$ cat src/design/msu_pkg.sv
// Shared types and constants for the moving average smoother.
// Depends on nothing; every other file of the block imports it.
package msu_pkg;

    // Fixed field widths of the sample and result requests.
    localparam int SAMPLE_BITS    = 16;
    localparam int WIN_BITS       = 7;
    localparam int MAX_WINDOW_DEF = 100;

    // Configuration port layout and register indexes.
    localparam int CFG_IDX_BITS  = 1;
    localparam int CFG_DATA_BITS = WIN_BITS;
    localparam logic [CFG_IDX_BITS-1:0] REG_MODE   = 1'b0;
    localparam logic [CFG_IDX_BITS-1:0] REG_WINDOW = 1'b1;

    // Mode codes and register reset values.
    localparam logic MODE_TRAILING = 1'b0;
    localparam logic MODE_CENTERED = 1'b1;
    localparam logic                MODE_RESET   = MODE_TRAILING;
    localparam logic [WIN_BITS-1:0] WINDOW_RESET = 7'd10;

    typedef struct packed {
        logic signed [SAMPLE_BITS-1:0] sample;
        logic                          last;
    } req_t;

    typedef struct packed {
        logic signed [SAMPLE_BITS-1:0] average;
        logic                          last_out;
        logic                          too_short;
    } rsp_t;

    // Source selection for the result register.
    typedef enum logic [1:0] {
        RSP_AVG,
        RSP_PASS,
        RSP_SHORT
    } rsp_sel_t;

    // Commands from the controller to the datapath.
    typedef struct packed {
        logic     accept;
        logic     update;
        logic     restart;
        logic     div_start;
        logic     tail_init;
        logic     tail_read;
        logic     tail_sub;
        logic     rsp_load;
        rsp_sel_t rsp_sel;
        logic     rsp_last;
    } cmd_t;

    // Status from the datapath to the controller.
    typedef struct packed {
        logic pass;
        logic mode1;
        logic emit;
        logic short_stream;
        logic last_item;
        logic tail_last;
        logic rsp_free;
        logic div_busy;
    } stat_t;

endpackage

$ cat src/design/moving_average_smoother_unit.sv
// Moving average smoother: one request in flight at a time. An averaged result comes from
// the radix-2 divider, which yields one quotient bit per cycle; a request with no result
// and a pass-through request do not use the divider. In centered mode the tail results
// follow the last sample's own result one after another; a stalled result delays all of
// these. Reset (rst_n low, asynchronous) clears the stream state and sets mode 0, window
// 10.
module moving_average_smoother_unit
    import msu_pkg::*;
#(
    parameter int MAX_WINDOW = MAX_WINDOW_DEF
)
(
    input  logic                     clk,
    input  logic                     rst_n,
    input  logic                     req_valid,
    output logic                     req_ready,
    input  req_t                     req,
    output logic                     rsp_valid,
    input  logic                     rsp_ready,
    output rsp_t                     rsp,
    input  logic                     cfg_valid,
    output logic                     cfg_ready,
    input  logic [CFG_IDX_BITS-1:0]  cfg_index,
    input  logic [CFG_DATA_BITS-1:0] cfg_data
);

    cmd_t  cmd;
    stat_t stat;

    // Register writes are always taken.
    assign cfg_ready = 1'b1;

    msu_ctrl u_ctrl (
        .clk       (clk),
        .rst_n     (rst_n),
        .req_valid (req_valid),
        .req_ready (req_ready),
        .stat      (stat),
        .cmd       (cmd)
    );

    msu_dp #(
        .MAX_WINDOW (MAX_WINDOW)
    ) u_dp (
        .clk       (clk),
        .rst_n     (rst_n),
        .cfg_write (cfg_valid),
        .cfg_index (cfg_index),
        .cfg_data  (cfg_data),
        .req       (req),
        .cmd       (cmd),
        .stat      (stat),
        .rsp_valid (rsp_valid),
        .rsp_ready (rsp_ready),
        .rsp       (rsp)
    );

endmodule

$ cat src/design/msu_div.sv
// Radix-2 restoring divider, one quotient bit per cycle, truncating toward zero.
// Depends on msu_pkg for the sample width.
module msu_div
    import msu_pkg::*;
#(
    parameter int SUM_W = 23,
    parameter int DIV_W = 7
)
(
    input  logic                          clk,
    input  logic                          rst_n,
    input  logic                          start,
    input  logic signed [SUM_W-1:0]       dividend,
    input  logic        [DIV_W-1:0]       divisor,
    output logic                          busy,
    output logic signed [SAMPLE_BITS-1:0] quotient
);

    localparam int CNT_W = $clog2(SUM_W + 1);

    logic             busy_reg, busy_next;
    logic [CNT_W-1:0] cnt_reg, cnt_next;
    logic [SUM_W-1:0] quo_reg;
    logic [DIV_W:0]   rem_reg;
    logic [DIV_W-1:0] den_reg;
    logic             neg_reg;
    logic             zero_reg;

    logic [SUM_W-1:0]       mag;
    logic [DIV_W:0]         shifted;
    logic [DIV_W:0]         diff;
    logic                   fits;
    logic [SAMPLE_BITS-1:0] q_low;

    // Magnitude of the dividend and one trial subtraction per step.
    always_comb
    begin
        mag     = dividend[SUM_W-1] ? unsigned'(-dividend) : unsigned'(dividend);
        shifted = {rem_reg[DIV_W-1:0], quo_reg[SUM_W-1]};
        fits    = (shifted >= {1'b0, den_reg});
        diff    = shifted - {1'b0, den_reg};
    end

    // Step counter.
    always_comb
    begin
        busy_next = busy_reg;
        cnt_next  = cnt_reg;
        if (start)
        begin
            busy_next = 1'b1;
            cnt_next  = CNT_W'(SUM_W);
        end
        else if (busy_reg)
        begin
            cnt_next = cnt_reg - 1'b1;
            if (cnt_reg == CNT_W'(1))
            begin
                busy_next = 1'b0;
            end
        end
    end

    always_ff @(posedge clk or negedge rst_n)
    begin
        if (!rst_n)
        begin
            busy_reg <= 1'b0;
            cnt_reg  <= '0;
        end
        else
        begin
            busy_reg <= busy_next;
            cnt_reg  <= cnt_next;
        end
    end

    // Quotient and partial remainder shift together.
    always_ff @(posedge clk)
    begin
        if (start)
        begin
            quo_reg  <= mag;
            rem_reg  <= '0;
            den_reg  <= divisor;
            neg_reg  <= dividend[SUM_W-1];
            zero_reg <= (divisor == '0);
        end
        else if (busy_reg)
        begin
            quo_reg <= {quo_reg[SUM_W-2:0], fits};
            rem_reg <= fits ? diff : shifted;
        end
    end

    // Restore the sign; an empty window reads as zero.
    always_comb
    begin
        q_low = quo_reg[SAMPLE_BITS-1:0];
        if (zero_reg)
        begin
            quotient = '0;
        end
        else if (neg_reg)
        begin
            quotient = signed'(-q_low);
        end
        else
        begin
            quotient = signed'(q_low);
        end
    end

    assign busy = busy_reg;

endmodule

$ cat src/design/msu_dp.sv
// Datapath: configuration registers, delay line memory, running sum, divider
// and result register. Depends on msu_pkg and msu_div.
module msu_dp
    import msu_pkg::*;
#(
    parameter int MAX_WINDOW = MAX_WINDOW_DEF
)
(
    input  logic                     clk,
    input  logic                     rst_n,
    input  logic                     cfg_write,
    input  logic [CFG_IDX_BITS-1:0]  cfg_index,
    input  logic [CFG_DATA_BITS-1:0] cfg_data,
    input  req_t                     req,
    input  cmd_t                     cmd,
    output stat_t                    stat,
    output logic                     rsp_valid,
    input  logic                     rsp_ready,
    output rsp_t                     rsp
);

    localparam int CNT_W = $clog2(MAX_WINDOW + 1);
    localparam int PTR_W = $clog2(MAX_WINDOW);
    localparam int SUM_W = SAMPLE_BITS + CNT_W;

    logic                          mode_reg;
    logic [WIN_BITS-1:0]           window_reg;
    logic signed [SUM_W-1:0]       sum_reg;
    logic [CNT_W-1:0]              fill_reg;
    logic [PTR_W-1:0]              wp_reg;
    logic [PTR_W-1:0]              tp_reg;
    logic [CNT_W-1:0]              k_reg;
    logic [CNT_W-1:0]              den_reg;
    logic                          emit_reg;
    logic                          last_reg;
    logic signed [SAMPLE_BITS-1:0] sample_reg;
    logic signed [SAMPLE_BITS-1:0] rd_reg;
    logic                          rsp_valid_reg;
    rsp_t                          rsp_reg;
    logic signed [SAMPLE_BITS-1:0] mem [MAX_WINDOW];

    logic [WIN_BITS-1:0]     win_clip;
    logic [CNT_W-1:0]        w_eff;
    logic [CNT_W-1:0]        half_w;
    logic                    mode1;
    logic                    full_before;
    logic signed [SUM_W-1:0] smp_ext;
    logic signed [SUM_W-1:0] rd_ext;
    logic signed [SUM_W-1:0] old_ext;
    logic signed [SUM_W-1:0] sum_upd;
    logic [CNT_W-1:0]        fill_upd;
    logic [PTR_W-1:0]        wp_inc;
    logic [PTR_W-1:0]        tp_inc;
    logic                    emit_upd;
    logic [PTR_W-1:0]        rd_addr;
    logic                    rsp_free;
    logic                    div_busy;
    logic signed [SAMPLE_BITS-1:0] quotient;

    // Effective window: zero acts as one, large values clip to the depth.
    always_comb
    begin
        if (window_reg == '0)
        begin
            win_clip = WIN_BITS'(1);
        end
        else if (window_reg > WIN_BITS'(MAX_WINDOW))
        begin
            win_clip = WIN_BITS'(MAX_WINDOW);
        end
        else
        begin
            win_clip = window_reg;
        end
        w_eff  = win_clip[CNT_W-1:0];
        half_w = w_eff >> 1;
        mode1  = (mode_reg == MODE_CENTERED);
    end

    // Running sum update for one new sample, pointer wrap logic and the emit decision.
    always_comb
    begin
        smp_ext     = {{(SUM_W-SAMPLE_BITS){sample_reg[SAMPLE_BITS-1]}}, sample_reg};
        rd_ext      = {{(SUM_W-SAMPLE_BITS){rd_reg[SAMPLE_BITS-1]}}, rd_reg};
        full_before = (fill_reg == w_eff);
        old_ext     = full_before ? rd_ext : '0;
        sum_upd     = sum_reg - old_ext + smp_ext;
        fill_upd    = full_before ? fill_reg : fill_reg + 1'b1;
        wp_inc      = (CNT_W'(wp_reg) + 1'b1 == w_eff) ? '0 : wp_reg + 1'b1;
        tp_inc      = (CNT_W'(tp_reg) + 1'b1 == w_eff) ? '0 : tp_reg + 1'b1;
        if (mode1)
        begin
            emit_upd = full_before || (fill_reg > half_w);
        end
        else
        begin
            emit_upd = (fill_upd == w_eff);
        end
    end

    // Configuration, stream state and tail walk registers.
    always_ff @(posedge clk or negedge rst_n)
    begin
        if (!rst_n)
        begin
            mode_reg   <= MODE_RESET;
            window_reg <= WINDOW_RESET;
            sum_reg    <= '0;
            fill_reg   <= '0;
            wp_reg     <= '0;
            tp_reg     <= '0;
            k_reg      <= '0;
            den_reg    <= '0;
            emit_reg   <= 1'b0;
        end
        else if (cfg_write)
        begin
            unique case (cfg_index)
                REG_MODE:   mode_reg   <= cfg_data[0];
                REG_WINDOW: window_reg <= cfg_data[WIN_BITS-1:0];
            endcase
            sum_reg  <= '0;
            fill_reg <= '0;
            wp_reg   <= '0;
        end
        else if (cmd.restart)
        begin
            sum_reg  <= '0;
            fill_reg <= '0;
            wp_reg   <= '0;
        end
        else if (cmd.update)
        begin
            sum_reg  <= sum_upd;
            fill_reg <= fill_upd;
            wp_reg   <= wp_inc;
            den_reg  <= fill_upd;
            emit_reg <= emit_upd;
        end
        else if (cmd.tail_init)
        begin
            tp_reg <= wp_reg;
            k_reg  <= '0;
        end
        else if (cmd.tail_sub)
        begin
            sum_reg <= sum_reg - rd_ext;
            den_reg <= den_reg - 1'b1;
            tp_reg  <= tp_inc;
            k_reg   <= k_reg + 1'b1;
        end
    end

    // Capture the accepted request.
    always_ff @(posedge clk)
    begin
        if (cmd.accept)
        begin
            sample_reg <= req.sample;
            last_reg   <= req.last;
        end
    end

    // Delay line: one write port, one registered read port.
    assign rd_addr = cmd.tail_read ? tp_reg : wp_reg;

    always_ff @(posedge clk)
    begin
        if (cmd.update)
        begin
            mem[wp_reg] <= sample_reg;
        end
        if (cmd.accept || cmd.tail_read)
        begin
            rd_reg <= mem[rd_addr];
        end
    end

    msu_div #(
        .SUM_W (SUM_W),
        .DIV_W (CNT_W)
    ) u_div (
        .clk      (clk),
        .rst_n    (rst_n),
        .start    (cmd.div_start),
        .dividend (sum_reg),
        .divisor  (den_reg),
        .busy     (div_busy),
        .quotient (quotient)
    );

    // Result register, free when empty or being taken this cycle.
    assign rsp_free = !rsp_valid_reg || rsp_ready;

    always_ff @(posedge clk or negedge rst_n)
    begin
        if (!rst_n)
        begin
            rsp_valid_reg <= 1'b0;
        end
        else if (cmd.rsp_load)
        begin
            rsp_valid_reg <= 1'b1;
        end
        else if (rsp_ready)
        begin
            rsp_valid_reg <= 1'b0;
        end
    end

    always_ff @(posedge clk)
    begin
        if (cmd.rsp_load)
        begin
            rsp_reg.last_out  <= cmd.rsp_last;
            rsp_reg.too_short <= (cmd.rsp_sel == RSP_SHORT);
            case (cmd.rsp_sel)
                RSP_AVG:   rsp_reg.average <= quotient;
                RSP_PASS:  rsp_reg.average <= sample_reg;
                default:   rsp_reg.average <= '0;
            endcase
        end
    end

    assign rsp_valid = rsp_valid_reg;
    assign rsp       = rsp_reg;

    // Status toward the controller.
    always_comb
    begin
        stat.pass         = mode1 && (w_eff == CNT_W'(1));
        stat.mode1        = mode1;
        stat.emit         = emit_reg;
        stat.short_stream = (fill_reg != w_eff);
        stat.last_item    = last_reg;
        stat.tail_last    = (k_reg == half_w + 1'b1);
        stat.rsp_free     = rsp_free;
        stat.div_busy     = div_busy;
    end

endmodule

$ cat src/design/msu_ctrl.sv
// Controller state machine that sequences one request at a time through the
// datapath. Depends on msu_pkg for the command and status structs.
module msu_ctrl
    import msu_pkg::*;
(
    input  logic  clk,
    input  logic  rst_n,
    input  logic  req_valid,
    output logic  req_ready,
    input  stat_t stat,
    output cmd_t  cmd
);

    localparam logic [3:0] S_IDLE     = 4'd0;
    localparam logic [3:0] S_PASS     = 4'd1;
    localparam logic [3:0] S_UPD      = 4'd2;
    localparam logic [3:0] S_DIV_GO   = 4'd3;
    localparam logic [3:0] S_DIV_WAIT = 4'd4;
    localparam logic [3:0] S_POST     = 4'd5;
    localparam logic [3:0] S_SHORT    = 4'd6;
    localparam logic [3:0] S_TREAD    = 4'd7;
    localparam logic [3:0] S_TSUB     = 4'd8;

    logic [3:0] state_reg, state_next;
    logic       tail_reg, tail_next;

    // Next state and command decode.
    always_comb
    begin
        state_next = state_reg;
        tail_next  = tail_reg;
        cmd        = '0;
        unique case (state_reg)
            S_IDLE:
            begin
                if (req_valid)
                begin
                    cmd.accept = 1'b1;
                    state_next = stat.pass ? S_PASS : S_UPD;
                end
            end
            S_PASS:
            begin
                if (stat.rsp_free)
                begin
                    cmd.rsp_load = 1'b1;
                    cmd.rsp_sel  = RSP_PASS;
                    cmd.rsp_last = stat.last_item;
                    cmd.restart  = stat.last_item;
                    state_next   = S_IDLE;
                end
            end
            S_UPD:
            begin
                cmd.update = 1'b1;
                state_next = S_DIV_GO;
            end
            S_DIV_GO:
            begin
                if (tail_reg || stat.emit)
                begin
                    cmd.div_start = 1'b1;
                    state_next    = S_DIV_WAIT;
                end
                else
                begin
                    state_next = S_POST;
                end
            end
            S_DIV_WAIT:
            begin
                if (!stat.div_busy && stat.rsp_free)
                begin
                    cmd.rsp_load = 1'b1;
                    cmd.rsp_sel  = RSP_AVG;
                    if (tail_reg)
                    begin
                        cmd.rsp_last = stat.tail_last;
                        if (stat.tail_last)
                        begin
                            cmd.restart = 1'b1;
                            tail_next   = 1'b0;
                            state_next  = S_IDLE;
                        end
                        else
                        begin
                            state_next = S_TREAD;
                        end
                    end
                    else
                    begin
                        cmd.rsp_last = stat.last_item && !stat.mode1;
                        state_next   = S_POST;
                    end
                end
            end
            S_POST:
            begin
                if (!stat.last_item)
                begin
                    state_next = S_IDLE;
                end
                else if (stat.short_stream)
                begin
                    state_next = S_SHORT;
                end
                else if (stat.mode1)
                begin
                    cmd.tail_init = 1'b1;
                    tail_next     = 1'b1;
                    state_next    = S_TREAD;
                end
                else
                begin
                    cmd.restart = 1'b1;
                    state_next  = S_IDLE;
                end
            end
            S_SHORT:
            begin
                if (stat.rsp_free)
                begin
                    cmd.rsp_load = 1'b1;
                    cmd.rsp_sel  = RSP_SHORT;
                    cmd.rsp_last = 1'b1;
                    cmd.restart  = 1'b1;
                    state_next   = S_IDLE;
                end
            end
            S_TREAD:
            begin
                cmd.tail_read = 1'b1;
                state_next    = S_TSUB;
            end
            S_TSUB:
            begin
                cmd.tail_sub = 1'b1;
                state_next   = S_DIV_GO;
            end
            default:
            begin
                tail_next  = 1'b0;
                state_next = S_IDLE;
            end
        endcase
    end

    always_ff @(posedge clk or negedge rst_n)
    begin
        if (!rst_n)
        begin
            state_reg <= S_IDLE;
            tail_reg  <= 1'b0;
        end
        else
        begin
            state_reg <= state_next;
            tail_reg  <= tail_next;
        end
    end

    assign req_ready = (state_reg == S_IDLE);

endmodule

$ cat config.mk
export PLATFORM = sky130hd
export DESIGN_NAME = moving_average_smoother_unit
export DESIGN_NICKNAME = d
export VERILOG_FILES = /design/src/design/msu_pkg.sv /design/src/design/moving_average_smoother_unit.sv /design/src/design/msu_div.sv /design/src/design/msu_dp.sv /design/src/design/msu_ctrl.sv
export SDC_FILE = /design/constraint.sdc
export NUM_CORES = 2
export LEC_CHECK = 0
export BUFFER_PORTS_ARGS = -buffer_cell sky130_fd_sc_hd__buf_2
export CORE_ASPECT_RATIO = 0.8
export CORE_MARGIN = 2
export CORE_UTILIZATION = 25
export CTS_CLUSTER_DIAMETER = 30
export DETAILED_ROUTE_END_ITERATION = 10
export GPL_TIMING_DRIVEN = 0
export PLACE_DENSITY = 0.43
export SYNTH_ARGS = -nofsm -noshare
export SYNTH_HDL_FRONTEND = slang
export SYNTH_SLANG_ARGS = --single-unit
$ cat constraint.sdc
create_clock -name clk -period 7 [get_ports clk]
set_clock_uncertainty 0.05 [all_clocks]
set_input_delay 1.4 -clock clk [delete_from_list [all_inputs] [get_ports clk]]
set_output_delay 1.4 -clock clk [all_outputs]
set_load 0.1 [all_outputs]
# After elaboration in Yosys (flattened, before gate mapping)
# Memories as Yosys holds them, arrays and structs flattened. A register that Yosys moved wholly into a read port is not among the register bits.
# Index checks and enable logic that the tools add are counted.
# totals
out_inout_bits,21
wordCells,188
regBits,153
mem_count,1
mem_bits_rw,1600
inputBits,30
# mem_list
memory,words,width,rd,rd_ports_with_merged_regs,wr,line,rtl
u_dp.mem,100,16,1,1,1,msu_dp.sv:40,logic signed [SAMPLE_BITS-1:0] mem [MAX_WINDOW];
# op_classes
mux,85
eq_ne,26
n_reduce_logical,31
add_sub_neg,13
order_cmp,3
n_bitwise,5
# op_table
operator,n
23-bit two-way mux,9
7-bit two-way mux,20
7-bit == test,5
1-bit two-way mux,35
16-bit two-way mux,2
16-bit one-hot mux with 2 select lines,1
7-bit by 1-bit adder with 7-bit output (second input constant),4
4-bit two-way mux,7
4-bit one-hot mux with 7 select lines,1
23-bit by 16-bit adder with 23-bit output,1
23-bit negation,1
23-bit by 16-bit subtractor with 23-bit output,1
23-bit subtractor,1
4-bit by 3-bit == test with 1-bit output (second input constant),4
16-bit negation,1
7-bit logical NOT,2
3-bit two-way mux,4
4-bit one-hot mux with 3 select lines,1
5-bit two-way mux,2
2-bit by 1-bit != test with 1-bit output (second input constant),5
4-bit by 2-bit == test with 1-bit output (second input constant),2
8-bit by 7-bit greater-or-equal comparator with 1-bit output,1
4-bit AND reduction,2
2-bit nonzero test,4
31 further kinds,47

# Depth between registers and ports, before layout
# logic_depth
depth_word,11
depth_mapped,21
mapped_depth_nobuf,18

# By module
# Synthesis repeated with hierarchy kept, for this count alone.
# unflattened
cells_unflattened,4475
area_unflattened_um2,74651.6
# modules_own_cells
mod,area_each_um2,seq_area_each_um2,n_inst,cells_each
msu_dp,70730.3,51281.7,1,4021
msu_div,3290.7,1251.2,1,364
msu_ctrl,619.3,125.1,1,88
moving_average_smoother_unit,11.3,0.0,1,2

# Worst setup path before layout
# OpenSTA, ideal clock, no wires.
# synth_path
kind,flip-flop to flip-flop
start,register u_dp.window_reg[3]
end,register u_dp.sum_reg[21]
synth_period_minus_slack_ns,4.969
t_arrival_ns,4.793
setup_time_ns,0.126
path_buffers,3
path_stages_with_launch,21
required_ns,6.824
setup_slack_ns,2.031
path_cell_list,dfstp_2 buf_6 xor2_1 nor4b_1 o32ai_4 nor3_2 buf_2 inv_2 clkbuf_1 nor2_1 fa_1 inv_1 ha_1 a21o_1 o32ai_1 a211oi_1 nor4b_1 o31ai_1 a2111oi_0 a41o_1 a221o_1
# synth_via
elab_chain_len,11
word_cells_on_any_way,26
classes_between,add/sub (3); order compare (1); eq/ne (4); mux (15); reduce/logical (3)
# synth_lines
element,line,rtl
from (decl),msu_dp.sv:27,logic [WIN_BITS-1:0] window_reg;
from (signal assigned),msu_dp.sv:120,REG_WINDOW: window_reg <= cfg_data[WIN_BITS-1:0];
7-bit > comparator,msu_dp.sv:67,else if (window_reg > WIN_BITS'(MAX_WINDOW))
7-bit two-way mux,msu_dp.sv:67,
7-bit two-way mux *,msu_dp.sv:63,if (window_reg == '0)
"parallel branches: the longest is 8 deep, another holds 23-bit subtractor",-,
to (signal assigned),msu_dp.sv:134,sum_reg <= sum_upd;
to (signal assigned),msu_dp.sv:147,sum_reg <= sum_reg - rd_ext;
to (decl),msu_dp.sv:28,logic signed [SUM_W-1:0] sum_reg;
# Every way passes the cells marked *.
# A chain may end at the register's enable or synchronous reset.

# Worst setup path after layout
# layout_path
start,register u_dp.window_reg[1]
end,register u_dp.sum_reg[22]
# The elaborated chain is that of the path after synthesis.

==> results_tabular.tex <==
\begin{tabular}{lr}
\hline
Metric & Value \\
\hline
\multicolumn{2}{l}{\textbf{Worst setup path}} \\
Number of cells on the worst reg-to-reg path & 20 \\
Critical-path maximum fanout & 10 \\
Worst Path Arrival & 7120 ps \\
Startpoint-to-endpoint class of the critical path & reg2reg \\
Biggest cell delay along the critical path & 620 ps \\
Category of the worst setup path capture point & flop \\
Worst-path cell with the longest stage delay & sky130\_fd\_sc\_hd\_\_o21ai\_0 \\
Setup slack of the most critical reg-to-reg path & 600 ps \\
Critical Path, Cell by Cell & buf\_2, nor4\_2, a211oi\_2, xnor2\_1, nor3\_4, buf\_2, inv\_2, clkbuf\_1, nor2\_1, fa\_1, inv\_1, ha\_1, nor4\_1, nor4\_1, o41a\_1, o21ai\_0, a31oi\_1, o41ai\_1, xnor2\_1, a211oi\_1 \\
Data required time at the worst endpoint & 7720 ps \\
Startpoint type of the worst setup path & flop \\
\multicolumn{2}{l}{\textbf{Global route}} \\
Total congestion overflow & 0 \\
Met1 track utilization from global routing & 0.244 \\
Total global-route track usage & 0.167 \\
Most utilized layer in the global route result & met1 \\
Met3 usage in global routing & 0.0402 \\
Antenna violations before repair & 18 \\
Number of global-route vias before repair & 46100 \\
Maximum number of pins on one net before global-route repair & 44 \\
Global-route wire length before repair & 360000 µm \\
Met2 Resource Use GR & 0.243 \\
\multicolumn{2}{l}{\textbf{Floorplanning}} \\
Initial Utilization & 0.252 \\
Die Ht & 492 µm \\
Die footprint & 0.302 mm² \\
I/O Pins & 51 \\
Core ar. & 0.295 mm² \\
X dimension of the die & 613 µm \\
Number of core rows & 178 \\
\multicolumn{2}{l}{\textbf{Power}} \\
Power density over the cells & 413 mW/mm² \\
Part of the total power dissipated in sequential elements & 0.329 \\
Lkg Pwr & 31.9 nW \\
Switching Fraction & 0.323 \\
Clock power share & 0.420 \\
Peak supply drop & 0.000219 V \\
Relative contribution of combinational cells to total power & 0.251 \\
Total Power & 0.0394 W \\
Switching pwr & 0.0127 W \\
Design internal power & 0.0266 W \\
\multicolumn{2}{l}{\textbf{Layout}} \\
Post-layout nets & 5721 \\
Number of flip-flops in the largest register & 1600 \\
Filler-free cell count of the finished design & 9850 \\
Synth-to-layout area growth & 28.3\% \\
Ratio of cells with drive above 1 in the final layout & 0.199 \\
Summed area of non-filler cells in the final layout & 0.0953 mm² \\
Layout filler cell count & 28900 \\
\multicolumn{2}{l}{\textbf{Route}} \\
DR vias & 47500 \\
Total wire length after detailed routing & 258000 µm \\
1st-pass router iterations & 5 \\
Routed wire length per instance & 26.2 µm \\
Antenna Violating Nets Remaining & 0 \\
Number of DRC markers after the initial detailed-route iteration & 5369 \\
Drc violations & 0 \\
Vias per Instance & 4.82 \\
\multicolumn{2}{l}{\textbf{Place}} \\
Total placed cells including tap cells & 9199 \\
Worst slack at placement & 442 ps \\
Final HPWL from detailed placement & 185000 µm \\
Total of buffers placed on input and output ports & 49 \\
GPL Wtd Cong & 0.918 \\
Total cell area at the placement stage & 0.0835 mm² \\
\multicolumn{2}{l}{\textbf{Clock network}} \\
Clock tree from TritonCTS & yes \\
Number of setup buffers added after CTS & 0 \\
Clock input transition at the sequential cells of the worst setup and hold paths & 50 ps \\
Clk Latency, worst-skew pair & 880 ps \\
Post-CTS sizing & 0 \\
Number of H-tree levels & 5 \\
Count of hold buffers inserted by post-cts repair & 0 \\
CTS buffer count & 356 \\
Clock Path Buffers & 4 \\
Cell at the root of the clock tree & sky130\_fd\_sc\_hd\_\_clkbuf\_16 \\
Clock sink count & 1769 \\
\multicolumn{2}{l}{\textbf{Timing}} \\
Finish-stage setup viols & 0 \\
Pins over their slew limit & 1 \\
Worst slew margin relative to its limit & -0.00348 \\
Actual slew at the worst max-slew pin & 1460 ps \\
Max Fclk & 156 MHz \\
Period Utilization, post-route & 0.914 \\
Fin. Hold Viols & 0 \\
Final min period & 6400 ps \\
Unrepaired setup endpoints after global routing & no \\
Setup ws final & 603 ps \\
\multicolumn{2}{l}{\textbf{Synthesis}} \\
Total of flip-flops plus latches after synthesis & 1769 \\
Count of mapped cells out of synthesis & 5013 \\
Synthesis warning total & 0 \\
Share of async-settable or async-resettable flops after synthesis & 0.0447 \\
Unique cell type count in the Yosys netlist & 96 \\
Cell area after synthesis & 0.0743 mm² \\
Dominant synthesized flop cell & sky130\_fd\_sc\_hd\_\_edfxtp\_1 \\
Sequential area share after synthesis & 0.709 \\
Post-synth EDFFs & 1683 \\
Dominant cell type by area after synthesis & sky130\_fd\_sc\_hd\_\_edfxtp\_1 \\
Fraction of post-synthesis cell area in the top cell type by area & 0.680 \\
Syn avg cell area & 14.8 µm² \\
Nets in the synthesized netlist & 5137 \\
Top cells by area, synth & sky130\_fd\_sc\_hd\_\_edfxtp\_1 68\%, sky130\_fd\_sc\_hd\_\_mux4\_2 5.3\%, sky130\_fd\_sc\_hd\_\_nand2\_1 4.1\% \\
\multicolumn{2}{l}{\textbf{Worst hold path}} \\
Worst min path class & reg2reg \\
Number of cells on the worst hold path & 2 \\
\multicolumn{2}{l}{\textbf{Status}} \\
Status & finished with violations \\
Violations in the final reports & capacitance limit, slew limit \\
\multicolumn{2}{l}{\textbf{Flow run}} \\
Max-cap violations & 1 \\
\hline
\end{tabular}
==> per-stage QoR <==
step / hold WS (ps) / setup TNS, ps / utilization
6_report: 440 / 0 / 0.323
5_1_grt: 448 / 0 / 0.323
4_1_cts: 443 / 0 / 0.323
3_5_place_dp: 434 / 0 / 0.283
3_3_place_gp: 427 / -12960 / 0.270
2_1_floorplan: 373 / 0 / -
==> power groups by stage <==
stage | sequential [W] | combinational (W) | clock (W)
after floorplan | 0.0136 | 0.00517 | 0
after global placement | 0.0140 | 0.00849 | 0
after detailed placement | 0.0131 | 0.00984 | 0
after CTS | 0.0130 | 0.00989 | 0.0168
after global routing | 0.0130 | 0.0106 | 0.0173
final | 0.0130 | 0.00988 | 0.0165
==> worst max-delay path, delay by kind of cell, from the launching register on <==
family,cells,cell delay (ps)
adder cells (fa/ha/maj),2,690
AO/OA/AOI/OAI,6,2300
flip-flops,1,500
buffers and inverters,5,1020
AND/OR/NAND/NOR,5,1300
XOR/XNOR,2,430
==> synth_stat cells, drive strengths merged (16+ instances only) <==
master,n
edfxtp,1683
nand2,822
nand3,261
nor2,236
clkbuf,186
mux4,176
mux2i,166
o21ai,158
inv,142
a32oi,131
a31oi,123
buf,101
xnor2,82
a21oi,78
dfrtp,77
ha,70
a211oi,47
xor2,36
a22oi,34
nand4,26
fa,24
a221oi,22
nand2b,21
nor3,21
a21o,19
a211o,18
mux2,17
nor4,16
o31ai,16
==> logic make-up (layout without fill, tap and decap cells) <==
group / after synthesis / count (layout) / synth area share
XOR/XNOR: 119 / 119 / 0.0143
AO/OA/AOI/OAI: 751 / 751 / 0.0707
buffers and inverters: 430 / 1302 / 0.0234
other: 1 / 6 / 0.0000505
AND/OR/NAND/NOR: 1490 / 1490 / 0.0861
multiplexers: 359 / 359 / 0.0783
adder cells (fa/ha/maj): 94 / 94 / 0.0183
flip-flops: 1769 / 1769 / 0.709
==> cell type report <==
class | count | area (µm²) | area share
Clock buffer | 399 | 9130 | 0.0958
Clock inverter | 247 | 2610 | 0.0274
Buffer | 287 | 1210 | 0.0127
Inverter | 143 | 537 | 0.00563
Antenna cell | 5 | 12.5 | 0.000131
Tap cell | 3960 | 4950 | 0.0520
Timing Repair Buffer | 226 | 4020 | 0.0421
Multi-Input combinational cell | 2814 | 20200 | 0.212
Sequential cell | 1769 | 52700 | 0.553
==> cells in the final DEF, fill, tap and decap left out, types with 34 or more instances in the layout <==
master / instances
sky130_fd_sc_hd__nor2_1: 136
sky130_fd_sc_hd__dfrtp_1: 77
sky130_fd_sc_hd__a32oi_1: 131
sky130_fd_sc_hd__a21oi_1: 77
sky130_fd_sc_hd__mux2i_1: 166
sky130_fd_sc_hd__nor2_2: 100
sky130_fd_sc_hd__clkinvlp_4: 39
sky130_fd_sc_hd__xnor2_1: 82
sky130_fd_sc_hd__ha_1: 70
sky130_fd_sc_hd__inv_1: 141
sky130_fd_sc_hd__buf_16: 90
sky130_fd_sc_hd__clkbuf_1: 215
sky130_fd_sc_hd__buf_8: 79
sky130_fd_sc_hd__clkinv_1: 62
sky130_fd_sc_hd__clkbuf_16: 358
sky130_fd_sc_hd__bufinv_16: 37
sky130_fd_sc_hd__nand3_1: 261
sky130_fd_sc_hd__nand2_1: 821
sky130_fd_sc_hd__clkinv_2: 53
sky130_fd_sc_hd__edfxtp_1: 1683
sky130_fd_sc_hd__a22oi_1: 34
sky130_fd_sc_hd__xor2_1: 35
sky130_fd_sc_hd__a31oi_1: 123
sky130_fd_sc_hd__o21ai_0: 141
sky130_fd_sc_hd__buf_2: 112
sky130_fd_sc_hd__a211oi_1: 46
sky130_fd_sc_hd__mux4_2: 176
==> worst paths after layout <==
path | end | startpoint
max | u_dp.sum_reg[22] | u_dp.window_reg[1]
min | u_dp.u_div.rem_reg[6] | u_dp.u_div.rem_reg[6]
max reg2reg | u_dp.sum_reg[22] | u_dp.window_reg[1]
min reg2reg | u_dp.u_div.rem_reg[6] | u_dp.u_div.rem_reg[6]
max in group asynchronous | u_dp.sum_reg[13] | rst_n
min in group asynchronous | u_dp.k_reg[6] | rst_n
==> metal layers <==
layer  part of all wire  wire, µm
met5            0.00016        40
met2               0.43    111000
met3              0.082     21200
met4              0.028      7340
met1               0.46    118000
(Power assumes the default switching activity.)
